`config.mk`:
```
export PLATFORM = sky130hd
export DESIGN_NAME = scalar_kalman_filter_bank_core
export DESIGN_NICKNAME = d
export VERILOG_FILES = /design/src/sv/skfb_pkg.sv /design/src/sv/scalar_kalman_filter_bank_core.sv
export SDC_FILE = /design/constraint.sdc
export NUM_CORES = 1
export LEC_CHECK = 0
export BUFFER_PORTS_ARGS = -buffer_cell sky130_fd_sc_hd__buf_2
export CAP_MARGIN = 10
export CORE_UTILIZATION = 33
export CTS_CLUSTER_DIAMETER = 60
export DETAILED_ROUTE_END_ITERATION = 8
export GPL_TIMING_DRIVEN = 0
export PLACE_DENSITY = 0.55
export SETUP_SLACK_MARGIN = 0.15
export SYNTH_ARGS = -nofsm -noshare
export SYNTH_HDL_FRONTEND = slang
export SYNTH_SLANG_ARGS = --single-unit
```
`constraint.sdc`:
```
create_clock -name clk -period 22 [get_ports clk]
set_input_delay 4.4 -clock clk [delete_from_list [all_inputs] [get_ports clk]]
set_output_delay 4.4 -clock clk [all_outputs]
set_load 0.02 [all_outputs]
```
`src/sv/skfb_pkg.sv`:
```
// ----------------------------------------------------------------------------
// Scalar Kalman filter bank package
// Shared widths, defaults and the sequencer state type for the filter bank.
// ----------------------------------------------------------------------------
`default_nettype none

package skfb_pkg;

  // Field widths fixed by the stream format.
  localparam int DATA_W      = 32;
  localparam int CHAN_W      = 3;
  localparam int GAIN_BITS   = 17;          // unsigned Q1.16, 65536 is one
  localparam int GAIN_SHIFT  = 16;
  localparam int S_TDATA_W   = 4 * DATA_W;  // 128
  localparam int M_TDATA_W   = 88;          // 81 bits of fields, padded to bytes

  // Step counter for the serial divide and multiply loop.
  localparam int STEP_CNT_W  = 5;

  // Parameter defaults for the top level.
  localparam int CHANNELS_DEF      = 8;
  localparam int FRACTION_BITS_DEF = 16;

  typedef enum logic [2:0] {
    ST_IDLE,
    ST_SUM,
    ST_SETUP,
    ST_ITER,
    ST_FIN1,
    ST_FIN2
  } state_t;

endpackage : skfb_pkg

`default_nettype wire

```
`src/sv/scalar_kalman_filter_bank_core.sv`:
```
// ----------------------------------------------------------------------------
// Scalar Kalman filter bank core
// Per-channel 1-D Kalman update in fixed point, bit-serial gain and products.
// ----------------------------------------------------------------------------
// Each input beat names a channel and carries the prior estimate x, the
// measurement z, and the noise variances Q and R. The core adds Q to the
// channel's stored covariance (or to initial_covariance on the channel's first
// use), forms the gain K = p / (p + R) in Q1.16, and returns the saturated
// posterior x + K(z - x) together with K and the new covariance (1 - K)p,
// which is also stored. The covariance is read at the accepting edge; the
// core then does the noise and denominator adds, runs the restoring divider
// that produces one gain bit per cycle (the two products are accumulated
// alongside it, one gain bit per cycle), and then rounds, saturates,
// loads the result register and writes back. A new beat is accepted as
// soon as the core is back in idle, which it enters as the result register
// is loaded, so no beat is taken while another is in process, though one is
// taken while the previous result still waits on the output; a stalled
// output holds the core in its last step until the result register is free.
// A zero denominator yields a zero gain. Channel numbers at or above
// CHANNELS are reduced modulo CHANNELS.
`default_nettype none

module scalar_kalman_filter_bank_core #(
  parameter int CHANNELS      = skfb_pkg::CHANNELS_DEF,
  parameter int FRACTION_BITS = skfb_pkg::FRACTION_BITS_DEF
) (
  input  wire logic                            clk,
  input  wire logic                            rst,
  // Configuration write channel: initial_covariance.
  input  wire logic                            cfg_valid,
  output logic                                 cfg_ready,
  input  wire logic [skfb_pkg::DATA_W-1:0]     cfg_data,
  // Input stream.
  input  wire logic                            s_tvalid,
  output logic                                 s_tready,
  // s_tdata: prior_estimate[31:0], measurement[63:32], process_noise[95:64],
  //          measurement_noise[127:96]
  input  wire logic [skfb_pkg::S_TDATA_W-1:0]  s_tdata,
  // s_tuser: channel[2:0]
  input  wire logic [skfb_pkg::CHAN_W-1:0]     s_tuser,
  // Output stream.
  output logic                                 m_tvalid,
  input  wire logic                            m_tready,
  // m_tdata: posterior_estimate[31:0], gain[48:32], covariance_out[80:49],
  //          zero[87:81]
  output logic [skfb_pkg::M_TDATA_W-1:0]       m_tdata,
  // m_tuser: channel_out[2:0]
  output logic [skfb_pkg::CHAN_W-1:0]          m_tuser
);

  import skfb_pkg::*;

  localparam int IDX_W = (CHANNELS > 1) ? $clog2(CHANNELS) : 1;
  localparam logic [8:0] CHANNELS_V = 9'(CHANNELS);
  localparam logic [DATA_W-1:0] INIT_COV_RESET = DATA_W'(1) << FRACTION_BITS;

  state_t state, state_next;

  logic [DATA_W-1:0]     init_cov;
  logic [DATA_W-1:0]     cov_mem [CHANNELS];
  logic [CHANNELS-1:0]   started;
  logic [DATA_W-1:0]     cov_rd;
  logic                  started_rd;

  logic [CHAN_W-1:0]     ch_red;
  logic [8:0]            ch_ext;
  logic [IDX_W-1:0]      ch_idx;

  logic [CHAN_W-1:0]     ch_r;
  logic [IDX_W-1:0]      idx_r;
  logic [DATA_W-1:0]     x_r;
  logic [DATA_W-1:0]     z_r;
  logic [DATA_W-1:0]     q_r;
  logic [DATA_W-1:0]     r_r;
  logic [DATA_W:0]       e_r;
  logic [DATA_W-1:0]     p1;
  logic [DATA_W:0]       d_r;
  logic                  d_zero;
  logic [DATA_W:0]       rem;
  logic [GAIN_BITS-1:0]  div_bits;
  logic [GAIN_BITS-1:0]  quot;
  logic [50:0]           acc_e;
  logic [48:0]           acc_p;
  logic [STEP_CNT_W-1:0] step;
  logic [35:0]           post_wide;
  logic [DATA_W-1:0]     ceil_r;

  logic                  s_fire;
  logic                  out_free;
  logic [DATA_W:0]       p_sum;
  logic [DATA_W-1:0]     p_sel;
  logic [DATA_W+1:0]     trial;
  logic [DATA_W+1:0]     trial_diff;
  logic                  take;
  logic [49:0]           ceil_sum;
  logic [DATA_W-1:0]     post_sat;
  logic [DATA_W-1:0]     p2;

  assign cfg_ready = 1'b1;
  assign s_fire    = s_tvalid && s_tready;
  assign out_free  = !m_tvalid || m_tready;

  // Channel numbers are narrow, so the modulo is a few compare-subtract steps.
  always_comb begin
    ch_red = s_tuser;
    for (int i = 0; i < 7; i++) begin
      if ({6'b0, ch_red} >= CHANNELS_V) begin
        ch_red = ch_red - CHANNELS_V[CHAN_W-1:0];
      end
    end
    ch_ext = {6'b0, ch_red};
    ch_idx = ch_ext[IDX_W-1:0];
  end

  always_comb begin
    state_next = state;
    s_tready   = 1'b0;
    unique case (state)
      ST_IDLE: begin
        s_tready = 1'b1;
        if (s_tvalid) begin
          state_next = ST_SUM;
        end
      end
      ST_SUM:   state_next = ST_SETUP;
      ST_SETUP: state_next = ST_ITER;
      ST_ITER: begin
        if (step == STEP_CNT_W'(GAIN_BITS - 1)) begin
          state_next = ST_FIN1;
        end
      end
      ST_FIN1:  state_next = ST_FIN2;
      ST_FIN2: begin
        if (out_free) begin
          state_next = ST_IDLE;
        end
      end
      default:  state_next = ST_IDLE;
    endcase
  end

  always_ff @(posedge clk) begin
    if (rst) begin
      state <= ST_IDLE;
    end else begin
      state <= state_next;
    end
  end

  always_ff @(posedge clk) begin
    if (rst) begin
      init_cov <= INIT_COV_RESET;
    end else if (cfg_valid) begin
      init_cov <= cfg_data;
    end
  end

  // Datapath arithmetic for the individual sequencer steps.
  always_comb begin
    p_sel      = started_rd ? cov_rd : init_cov;
    p_sum      = {1'b0, p_sel} + {1'b0, q_r};
    trial      = {rem, div_bits[GAIN_BITS-1]};
    trial_diff = trial - {1'b0, d_r};
    take       = !d_zero && (trial >= {1'b0, d_r});
    ceil_sum   = {1'b0, acc_p} + 50'(16'hFFFF);
    if (post_wide[35] && !(&post_wide[34:31])) begin
      post_sat = {1'b1, {(DATA_W-1){1'b0}}};
    end else if (!post_wide[35] && (|post_wide[34:31])) begin
      post_sat = {1'b0, {(DATA_W-1){1'b1}}};
    end else begin
      post_sat = post_wide[DATA_W-1:0];
    end
    p2 = p1 - ceil_r;
  end

  always_ff @(posedge clk) begin
    case (state)
      ST_IDLE: begin
        if (s_fire) begin
          ch_r       <= ch_red;
          idx_r      <= ch_idx;
          x_r        <= s_tdata[31:0];
          z_r        <= s_tdata[63:32];
          q_r        <= s_tdata[95:64];
          r_r        <= s_tdata[127:96];
          cov_rd     <= cov_mem[ch_idx];
          started_rd <= started[ch_idx];
        end
      end
      ST_SUM: begin
        p1  <= p_sum[DATA_W] ? {DATA_W{1'b1}} : p_sum[DATA_W-1:0];
        e_r <= {z_r[DATA_W-1], z_r} - {x_r[DATA_W-1], x_r};
      end
      ST_SETUP: begin
        d_r      <= {1'b0, p1} + {1'b0, r_r};
        d_zero   <= (p1 == '0) && (r_r == '0);
        // The top of the dividend p1 * 2^16 is below the divisor, so the
        // partial remainder starts with everything above the quotient bits.
        rem      <= {2'b0, p1[DATA_W-1:1]};
        div_bits <= {p1[0], {(GAIN_BITS-1){1'b0}}};
        quot     <= '0;
        acc_e    <= '0;
        acc_p    <= '0;
        step     <= '0;
      end
      ST_ITER: begin
        rem      <= take ? trial_diff[DATA_W:0] : trial[DATA_W:0];
        div_bits <= {div_bits[GAIN_BITS-2:0], 1'b0};
        quot     <= {quot[GAIN_BITS-2:0], take};
        // Gain bits arrive most significant first, so both products follow
        // Horner's rule.
        acc_e    <= {acc_e[49:0], 1'b0} + (take ? {{18{e_r[DATA_W]}}, e_r} : 51'd0);
        acc_p    <= {acc_p[47:0], 1'b0} + (take ? {17'b0, p1} : 49'd0);
        step     <= step + 1'b1;
      end
      ST_FIN1: begin
        post_wide <= {{4{x_r[DATA_W-1]}}, x_r} + {acc_e[50], acc_e[50:16]};
        // (1 - K) p rounded down equals p minus K p rounded up.
        ceil_r    <= ceil_sum[47:16];
      end
      ST_FIN2: begin
        if (out_free) begin
          cov_mem[idx_r] <= p2;
        end
      end
      default: begin
      end
    endcase
  end

  always_ff @(posedge clk) begin
    if (rst) begin
      started <= '0;
    end else if (state == ST_FIN2 && out_free) begin
      started[idx_r] <= 1'b1;
    end
  end

  always_ff @(posedge clk) begin
    if (rst) begin
      m_tvalid <= 1'b0;
    end else if (state == ST_FIN2 && out_free) begin
      m_tvalid <= 1'b1;
    end else if (m_tready) begin
      m_tvalid <= 1'b0;
    end
  end

  always_ff @(posedge clk) begin
    if (state == ST_FIN2 && out_free) begin
      m_tdata <= {7'b0, p2, quot, post_sat};
      m_tuser <= ch_r;
    end
  end

  // The gain never exceeds one.
  a_gain_range: assert property (@(posedge clk) disable iff (rst)
    state == ST_FIN2 |-> quot <= GAIN_BITS'(65536))
    else $error("gain above one");

  // The updated covariance never grows past the predicted one.
  a_cov_shrinks: assert property (@(posedge clk) disable iff (rst)
    state == ST_FIN2 |-> ceil_r <= p1)
    else $error("covariance correction larger than covariance");

  // A zero denominator must come out of the divider as a zero gain.
  a_zero_den: assert property (@(posedge clk) disable iff (rst)
    state == ST_FIN1 && d_zero |-> quot == '0 && acc_p == '0)
    else $error("nonzero gain with zero denominator");

endmodule : scalar_kalman_filter_bank_core

`default_nettype wire
```
# --- Word-level counts from Yosys, hierarchy flattened ---
# Memory sizes are Yosys's and may differ from the RTL's. A register that Yosys moved wholly into a read port is not among the register bits.
# Index checks and enable logic that the tools add are counted.
totals:
  mem_count: 1
  input_bits: 168
  output_inout_bits: 94
  reg_bits: 598
  ramBits: 256
op_classes:
  n_mux: 25
  n_eq_ne: 9
  n_reduce_logical: 21
  bitwise: 1
  order_cmp: 4
  add_sub_neg: 10
memory_table:
  columns: ["memory", "depth", "word_bits", "read_ports", "rd_ports_with_merged_regs", "wr", "line_no", "source"]
  rows:
  - ["cov_mem", 8, 32, 1, 1, 1, "scalar_kalman_filter_bank_core.sv:60", "logic [DATA_W-1:0] cov_mem [CHANNELS];"]
op_table:
  columns: ["operator", "count"]
  rows:
  - ["$pmux W51 S2", 1]
  - ["$mux W32", 3]
  - ["$pmux W48 S2", 1]
  - ["$pmux W17 S2", 2]
  - ["$add A32 B32 Y33", 2]
  - ["$pmux W33 S2", 1]
  - ["$logic_not A32 Y1", 2]
  - ["$add A51 B51 Y51", 1]
  - ["$mux W51", 1]
  - ["$add A48 B16 Y48 const B", 1]
  - ["$add A48 B32 Y48", 1]
  - ["$add A32 B35 Y36", 1]
  - ["$ge A34 B33 Y1", 1]
  - ["$mux W33", 1]
  - ["$sub A32 B32 Y33", 1]
  - ["$sub A33 B33 Y33", 1]
  - ["$sub A32 B32 Y32", 1]
  - ["$pmux W3 S6", 1]
  - ["$pmux W5 S2", 1]
  - ["$mux W3", 3]
  - ["$lt A3 B4 Y1 const B", 2]
  - ["$mux W1", 8]
  - ["$or A8 B8 Y8", 1]
  - ["$logic_and A1 B1 Y1", 7]
  - ["17 further kinds", 25]

# --- Depth between registers and ports, before layout ---
# Gate-level depths: netlist (run 1).
depth:
  word_depth: 5
  mapped_depth: 26
  ltp_nobuf: 23

# --- Worst setup path after synthesis (run 1) ---
# Ideal clock, no wire load.
synth_timing:
  kind: "input to register"
  from: "input port m_tready"
  to: "memory cov_mem[1][0] (enable)"
  path_buffers: 0
  stages: 4
  path_slack_ns: 10.604
  t_required_ns: 21.537
  arrival_ns: 10.933
  setup_ns: 0.463
  path_cell_list: "nor2b_1 > nor2_1 > nand2_1 > nor3_1"
synth_via:
  elab_chain_cells: 4
synth_lines:
  columns: ["item", "line_no", "source"]
  rows:
  - ["start: declaration", "scalar_kalman_filter_bank_core.sv:43", "input wire logic m_tready,"]
  - ["$logic_or A1 B1 Y1", "scalar_kalman_filter_bank_core.sv:101", "assign out_free = !m_tvalid || m_tready;"]
  - ["$mux W1", "scalar_kalman_filter_bank_core.sv:222", "if (out_free) begin"]
  - ["$mux W1", "scalar_kalman_filter_bank_core.sv:177", "case (state)"]
  - ["$mux W1 (not written as such)", "scalar_kalman_filter_bank_core.sv:223", "cov_mem[idx_r] <= p2;"]
  - ["end: declaration", "scalar_kalman_filter_bank_core.sv:60", null]
# No other way between the ends.

# --- Worst setup path after layout (run 1) ---
layout_timing:
  from: "register rem[15]"
  to: "register acc_e[49], data pin"
layout_via:
  elab_chain_cells: 5
layout_lines:
  columns: ["item", "line_no", "source"]
  rows:
  - ["start: declaration", "scalar_kalman_filter_bank_core.sv:79", "logic [DATA_W:0] rem;"]
  - ["start signal: assignment", "scalar_kalman_filter_bank_core.sv:199", "rem <= {2'b0, p1[DATA_W-1:1]};"]
  - ["start signal: assignment", "scalar_kalman_filter_bank_core.sv:207", "rem <= take ? trial_diff[DATA_W:0] : trial[DATA_W:0];"]
  - ["$ge A34 B33 Y1", "scalar_kalman_filter_bank_core.sv:164", "take = !d_zero && (trial >= {1'b0, d_r});"]
  - ["$logic_and A1 B1 Y1", "scalar_kalman_filter_bank_core.sv:164", null]
  - ["$mux W51", "scalar_kalman_filter_bank_core.sv:212", "acc_e <= {acc_e[49:0], 1'b0} + (take ? {{18{e_r[DATA_W]}}, e_r} : 51'd0);"]
  - ["$add A51 B51 Y51", "scalar_kalman_filter_bank_core.sv:212", null]
  - ["$pmux W51 S2", "scalar_kalman_filter_bank_core.sv:177", null]
  - ["end signal: assignment", "scalar_kalman_filter_bank_core.sv:212", null]
  - ["end: declaration", "scalar_kalman_filter_bank_core.sv:82", "logic [50:0] acc_e;"]
# No other way between the ends.
# A chain may end at the register's enable or synchronous reset.

==> qor.txt, run 1 <==
Slew HR = 16.5%
biggest area consumer among synthesized cells = edfxtp_1
TritonCTS buffer count = 107
drt pass-1 iters = 5
placed cell area = 49,700 µm²
vias after detailed routing = 31,018
fin crit share = 38.4%
routed wire length = 126,000 µm
Initial Utilization = 33.4%
maxcap violations = 0
TritonCTS Sinks = 870
Util after Layout = 39.3%
pin count of the biggest net entering global routing = 61
R2R cell count = 24
first-pass GRT wire length = 187,000 µm
R2R Path End = acc_e[49]
clk_lat worst skew = 770 ps
Die Ht = 373 µm
nets@finish = 4,546
Synth cell types = 81
final hold violation count = 0
# rows = 135
fmax = 118 MHz
number of global-route vias before repair = 30,056
CTS tree = built
register bit total from synthesis = 870
register-to-register setup slack = 13,550 ps
Seq. cell area = 25,700 µm²
cts hold-fix bufs = 0
I/O Buffers = 251
post-route ant nets = 0
Clk Tree Root Cell = clkbuf_16
die area = 139,000 µm²
Congestion Overflow GR = 0
Clock Path Buffers = 3
share of layout cells above drive strength 1 = 15.7%
worst hold endpoint = m_tdata[48]
Fin Hold WS = 423 ps
GPL Wtd Cong = 0.887
area of the multi-input gates = 18,800 µm²
Iteration-0 DRC Markers = 2,171
Worst-path clk slew = 60 ps
CORE AREA = 136,000 µm²
Residual DRC = 0
Syn Area/Cell = 12.3 µm²
GRT Overall Usage = 17.7%
Post-CTS Setup Repair Bufs = 0
VDD IR max = 0.0707 mV
HP Start = quot[16]
drt via density = 5.18
initial antenna violation count = 7
Lkg Pwr = 20.5 nW
most frequent cell after synthesis = edfxtp_1
# H-tree levels = 3
clock skew after layout = 65.7 ps
Design Power = 7.62 mW
WL/cell = 21.1 µm
CP Class = flip-flop to flip-flop
hold-critical path depth = 0
top cells by area, synth = edfxtp_1 (55%), ha_1 (7.1%), mux4_2 (3.3%)
reg-to-reg startpoint = rem[15]
Synth Cell Area = 45,500 µm²
Yosys top cell area share = 54.5%
Fin Setup TNS = 0 ps
DP HPWL = 93,000 µm
critical-path maximum fanout = 10
ys async rst share = 0%
Tmin final = 8450 ps
num ports = 262
worst hold path class = flip-flop to flip-flop
status = completed
Seq/Total Area, Yosys = 56.4%
Resize count post-CTS = 0
RSZ-0062 raised after global routing = false
startpoint type of the worst setup path = flip-flop
Final setup viols = 0
synth cell count leaders = edfxtp_1 (826), nor2_1 (317), ha_1 (259), a21oi_1 (225), nand2_1 (220)
Area Overhead vs Synth = 17.5%
synth warn = 0
Synth Instances = 3,714
worst-margin pin slew = 1240 ps
Slew Limit Fails = 0
Required @ worst endpoint = 22,560 ps
dominant synthesized flop cell = edfxtp_1
fillers = 13,072
WP data arrival = 9010 ps
Post-synth EDFFs = 826
PD cells = 142 nW/µm²
Die W = 373 µm
fin area = 53,500 µm²
crit end category = flip-flop
cell families (layout without fill, tap and decap cells):
kind of cell               Yosys count  count (layout)  synth area share (%)
muxes                              173             173                  5.80
buffers and inverters              294             775                  2.55
DFF                                870             870                  56.4
xor gates and xnor gates           254             254                  4.89
AOI/OAI and AO/OA                  782             782                  11.3
other                                2               9                0.0165
adders and majority gates          267             267                  7.47
and+or+nand+nor                   1072            1072                  11.5
per-stage QoR:
step / setup slack, ps / std cells
detailed placement: 13560 / 5783
finish: 13550 / 5983
global placement: 4170 / 5752
floorplan: 10600 / 3720
global route: 12930 / 5982
CTS: 13510 / 5982
placed cells by master (no fill, tap or decap), types with 71 or more instances in the layout:
master	netlist	final
edfxtp_1	826	826
nor2_1	317	310
ha_1	259	259
buf_2	5	257
a21oi_1	225	225
nand2_1	220	220
inv_1	176	176
xnor2_1	152	152
a21o_1	135	135
o21ai_0	131	131
clkbuf_16	0	107
xor2_1	102	102
clkbuf_1	88	96
nor3_1	84	82
nand3_1	79	79
and2_1	78	76
and3_1	71	71
worst max-delay path by stage:
stage / from / end / slack (ps) / depth (start not counted)
finish: rem[15] / acc_e[49] / 13550 / 24
global route: d_r[15] / acc_e[49] / 12930 / 26
CTS: d_r[0] / acc_e[49] / 13510 / 25
detailed placement: rem[15] / acc_e[49] / 13560 / 24
global placement: m_tready / cov_mem[1][24] / 4170 / 5
floorplan: m_tready / cov_mem[1][0] / 10600 / 4
sequential cells by signal, summed over array words and instances, names as in the netlist, 5 cells and up:
signal / count
cov_rd: 32
x_r: 32
d_r: 33
init_cov: 32
e_r: 33
q_r: 32
m_tdata: 81
cov_mem: 256
p1: 32
z_r: 32
started: 8
rem: 33
acc_p: 48
post_wide: 36
step: 5
quot: 17
ceil_r: 32
r_r: 32
acc_e: 51
power by group:
part / internal (mW) / switching, mW / leakage, nW / total (mW)
clock network: 1.10 / 0.767 / 1.85 / 1.87
logic: 1.10 / 1.87 / 10.7 / 2.97
registers: 2.52 / 0.265 / 7.96 / 2.78
total: 4.72 / 2.90 / 20.5 / 7.62
per-layer routing:
layer | share of wire, % | global-route usage [%] | up-vias | wire length (µm)
met5 | 0.010 | 0.0686 | - | 13
met1 | 45 | 23.8 | 15101 | 56500
met3 | 5.6 | 3.09 | 206 | 7130
li1 | - | - | 14817 | -
met2 | 46 | 28.6 | 892 | 58400
met4 | 3.4 | 6.44 | 2 | 4360
cell type report:
class	instances	area share (%)
Clock buffer	120	5.17
Tap cell	1781	4.17
Timing Repair Buffer	282	3.38
Sequential cell	870	48.0
Antenna cell	1	0.00468
Buffer	118	0.945
Clock inverter	79	2.00
Inverter	176	1.24
Multi-Input combinational cell	2556	35.1
worst max-delay path, stage by stage (launching register included):
cell	delay, ps
edfxtp_1	430
ha_1	420
nand4_1	230
nor2_1	210
nand3_1	100
nor4_1	540
o21ai_1	420
nand2_1	170
clkbuf_1	670
clkbuf_1	570
clkbuf_1	690
and2_1	220
ha_1	210
inv_1	70
fa_1	380
nor2b_1	210
o31a_1	220
o21a_1	170
a21o_1	270
o211ai_1	160
a21oi_1	580
nor2_1	210
a211oi_1	640
o221ai_1	270
a31oi_1	210
(Power assumes the default switching activity.)
==> run 2, diff against run 1 <==
PLACE_DENSITY = 0.57   (was 0.55)
clock period = 7.1 ns   (was 22 ns; I/O delays follow)
==> run 2 against run 1 <==
Net effect:
- fmax up 30%
- cell area down 0.24%
- flip-flop and latch count unchanged
- core utilization down 0.095 points
- combinational power rose to 3.1 times the previous value
- via count up 0.15%
- clock skew down 7.1 ps
- largest cell class unchanged
==> qor.txt, run 2 (synthesis results as in run 1) <==
I/O Buffers = 251 (unchanged)
clock skew after layout = 58.6 ps (-7.12 ps)
final hold violation count = 0 (unchanged)
Slew HR = 15.0% (-1.4 points)
CP Class = flip-flop to flip-flop
register-to-register setup slack = 590 ps (-12,960 ps)
critical-path maximum fanout = 10 (unchanged)
Reg with most FFs = cov_mem
status = completed
Congestion Overflow GR = 0 (unchanged)
Initial Utilization = 33.4% (unchanged)
vias after detailed routing = 31,065 (+0.15%)
die area = 139,000 µm² (unchanged)
share of layout cells above drive strength 1 = 15.9% (+0.21 points)
drt via density = 5.20 (+0.22%)
first-pass GRT wire length = 187,000 µm (+0.21%)
routed wire length = 125,000 µm (-0.89%)
post-route ant nets = 0 (unchanged)
clk_lat worst skew = 740 ps (-30 ps)
Largest regs = cov_mem x256, m_tdata x81, acc_e x51
dpl cells = 5,784 (+0.017%)
worst-margin pin slew = 1270 ps (+28.1 ps)
Fin Hold WS = 425 ps (+1.93 ps)
startpoint type of the worst setup path = flip-flop
Fin Setup TNS = 0 ps (unchanged)
most common cell after layout, fill and taps aside = edfxtp_1
crit end category = flip-flop
Slew Limit Fails = 0 (unchanged)
GPL Wtd Cong = 0.891 (+0.46%)
TritonCTS Sinks = 870 (unchanged)
# H-tree levels = 3 (unchanged)
commonest non-fill, non-tap cells in the layout = edfxtp_1 (826), nor2_1 (310), ha_1 (259)
Lkg Pwr = 20.4 nW (-0.34%)
# rows = 135 (unchanged)
initial antenna violation count = 8 (+1)
Final setup viols = 0 (unchanged)
Required @ worst endpoint = 7500 ps (-15,060 ps)
VDD IR max = 0.228 mV (+220%)
RSZ-0062 raised after global routing = false
worst hold path class = flip-flop to flip-flop
CORE AREA = 136,000 µm² (unchanged)
nets@finish = 4,546 (unchanged)
fmax = 154 MHz (+30%)
num ports = 262 (unchanged)
TritonCTS buffer count = 105 (-1.9%)
Clock Path Buffers = 3 (unchanged)
CTS tree = built
placed cell area = 49,700 µm² (about the same)
maxcap violations = 0 (unchanged)
Iteration-0 DRC Markers = 2,203 (+1.5%)
fin area = 53,400 µm² (-0.24%)
Clk Tree Root Cell = clkbuf_16
DP HPWL = 92,600 µm (-0.39%)
GRT Overall Usage = 17.6% (-0.068 points)
fin crit share = 91.7% (+53 points)
Die W = 373 µm (unchanged)
Design Power = 23.4 mW (+210%)
Worst-path clk slew = 60 ps (about the same)
Tmin final = 6510 ps (-1940 ps)
number of global-route vias before repair = 30,316 (+0.87%)
drt pass-1 iters = 5 (unchanged)
Area Overhead vs Synth = 17.2%
max reg flops = 256 (unchanged)
WP data arrival = 6900 ps (-2110 ps)
Die Ht = 373 µm (unchanged)
PD cells = 439 nW/µm² (+210%)
Residual DRC = 0 (unchanged)
cts hold-fix bufs = 0 (unchanged)
pin count of the biggest net entering global routing = 65 (+6.6%)
WL/cell = 20.9 µm (-0.82%)
Layout Cells excl Fill = 5,979 (-0.067%)
[run 2: cell types whose count changed in the layout (fill, tap and decap cells not counted), sizes merged]
| cell | delta |
|---|---|
| inv | +5 |
| clkinvlp | +3 |
| clkinv | -9 |
| clkbuf | -2 |
| bufinv | -3 |
| buf | +2 |
[run 2: path summary, 6_finish.rpt]
path	start	cells after the start	end
max reg2reg	d_r[0]	25	acc_e[47]
max	d_r[0]	25	acc_e[47]
min reg2reg	quot[16]	0	m_tdata[48]
min	quot[16]	0	m_tdata[48]
[run 2: per-stage QoR]
stage | utilization [%] | setup slack, ps
finish | 39.2 | 592
floorplan | - | 219
global route | 39.2 | 155
CTS | 39.2 | 178
detailed placement | 36.5 | -1470
global placement | 36.0 | -4510
[run 2: layer usage]
metal	GRT usage, %	routed length, µm
met1	24.0	56500
met2	28.9	59000
met3	2.73	6520
met4	5.33	3240
met5	0	0
[run 2: area by class of cell]
type	count	area, µm²
Buffer	118	517
Inverter	176	661
Fill cell	13052	82800
Multi-Input combinational cell	2556	18800
Sequential cell	870	25700
Clock inverter	75	861
Tap cell	1781	2230
Antenna cell	1	2.50
Clock buffer	118	2730
Timing Repair Buffer	284	1830
[run 2: power breakdown]
group          total, mW  internal (mW)  switching [mW]
registers           8.60           7.79           0.808
clock network       5.56           3.25            2.31
logic               9.25           3.43            5.81
total               23.4           14.5            8.94
[run 2: repair_timing]
action | in CTS | in global routing
pin swaps | 1 | 1
buffers inserted | 1 | 0
cloned | 0 | 0
gates resized for setup | 9 | 11
endpoints found under the setup margin | 66 | 23
[run 2: critical path, stage by stage (launching register included)]
cell and delay [ps]:
edfxtp_1 430, ha_1 260, fa_1 410, nand2b_1 190, a21o_1 200, o211a_1 260
o21ai_2 230, o21ai_2 180, nand2_1 130, clkbuf_4 280, clkbuf_4 300, clkbuf_4 310
and2_1 160, ha_1 200, inv_1 70, fa_1 380, nor2b_1 200, o31a_1 230
o21a_1 180, a21o_1 250, o211ai_1 210, a21oi_4 320, nor2_1 180, nor4_1 380
o21a_1 180, nor3_1 40
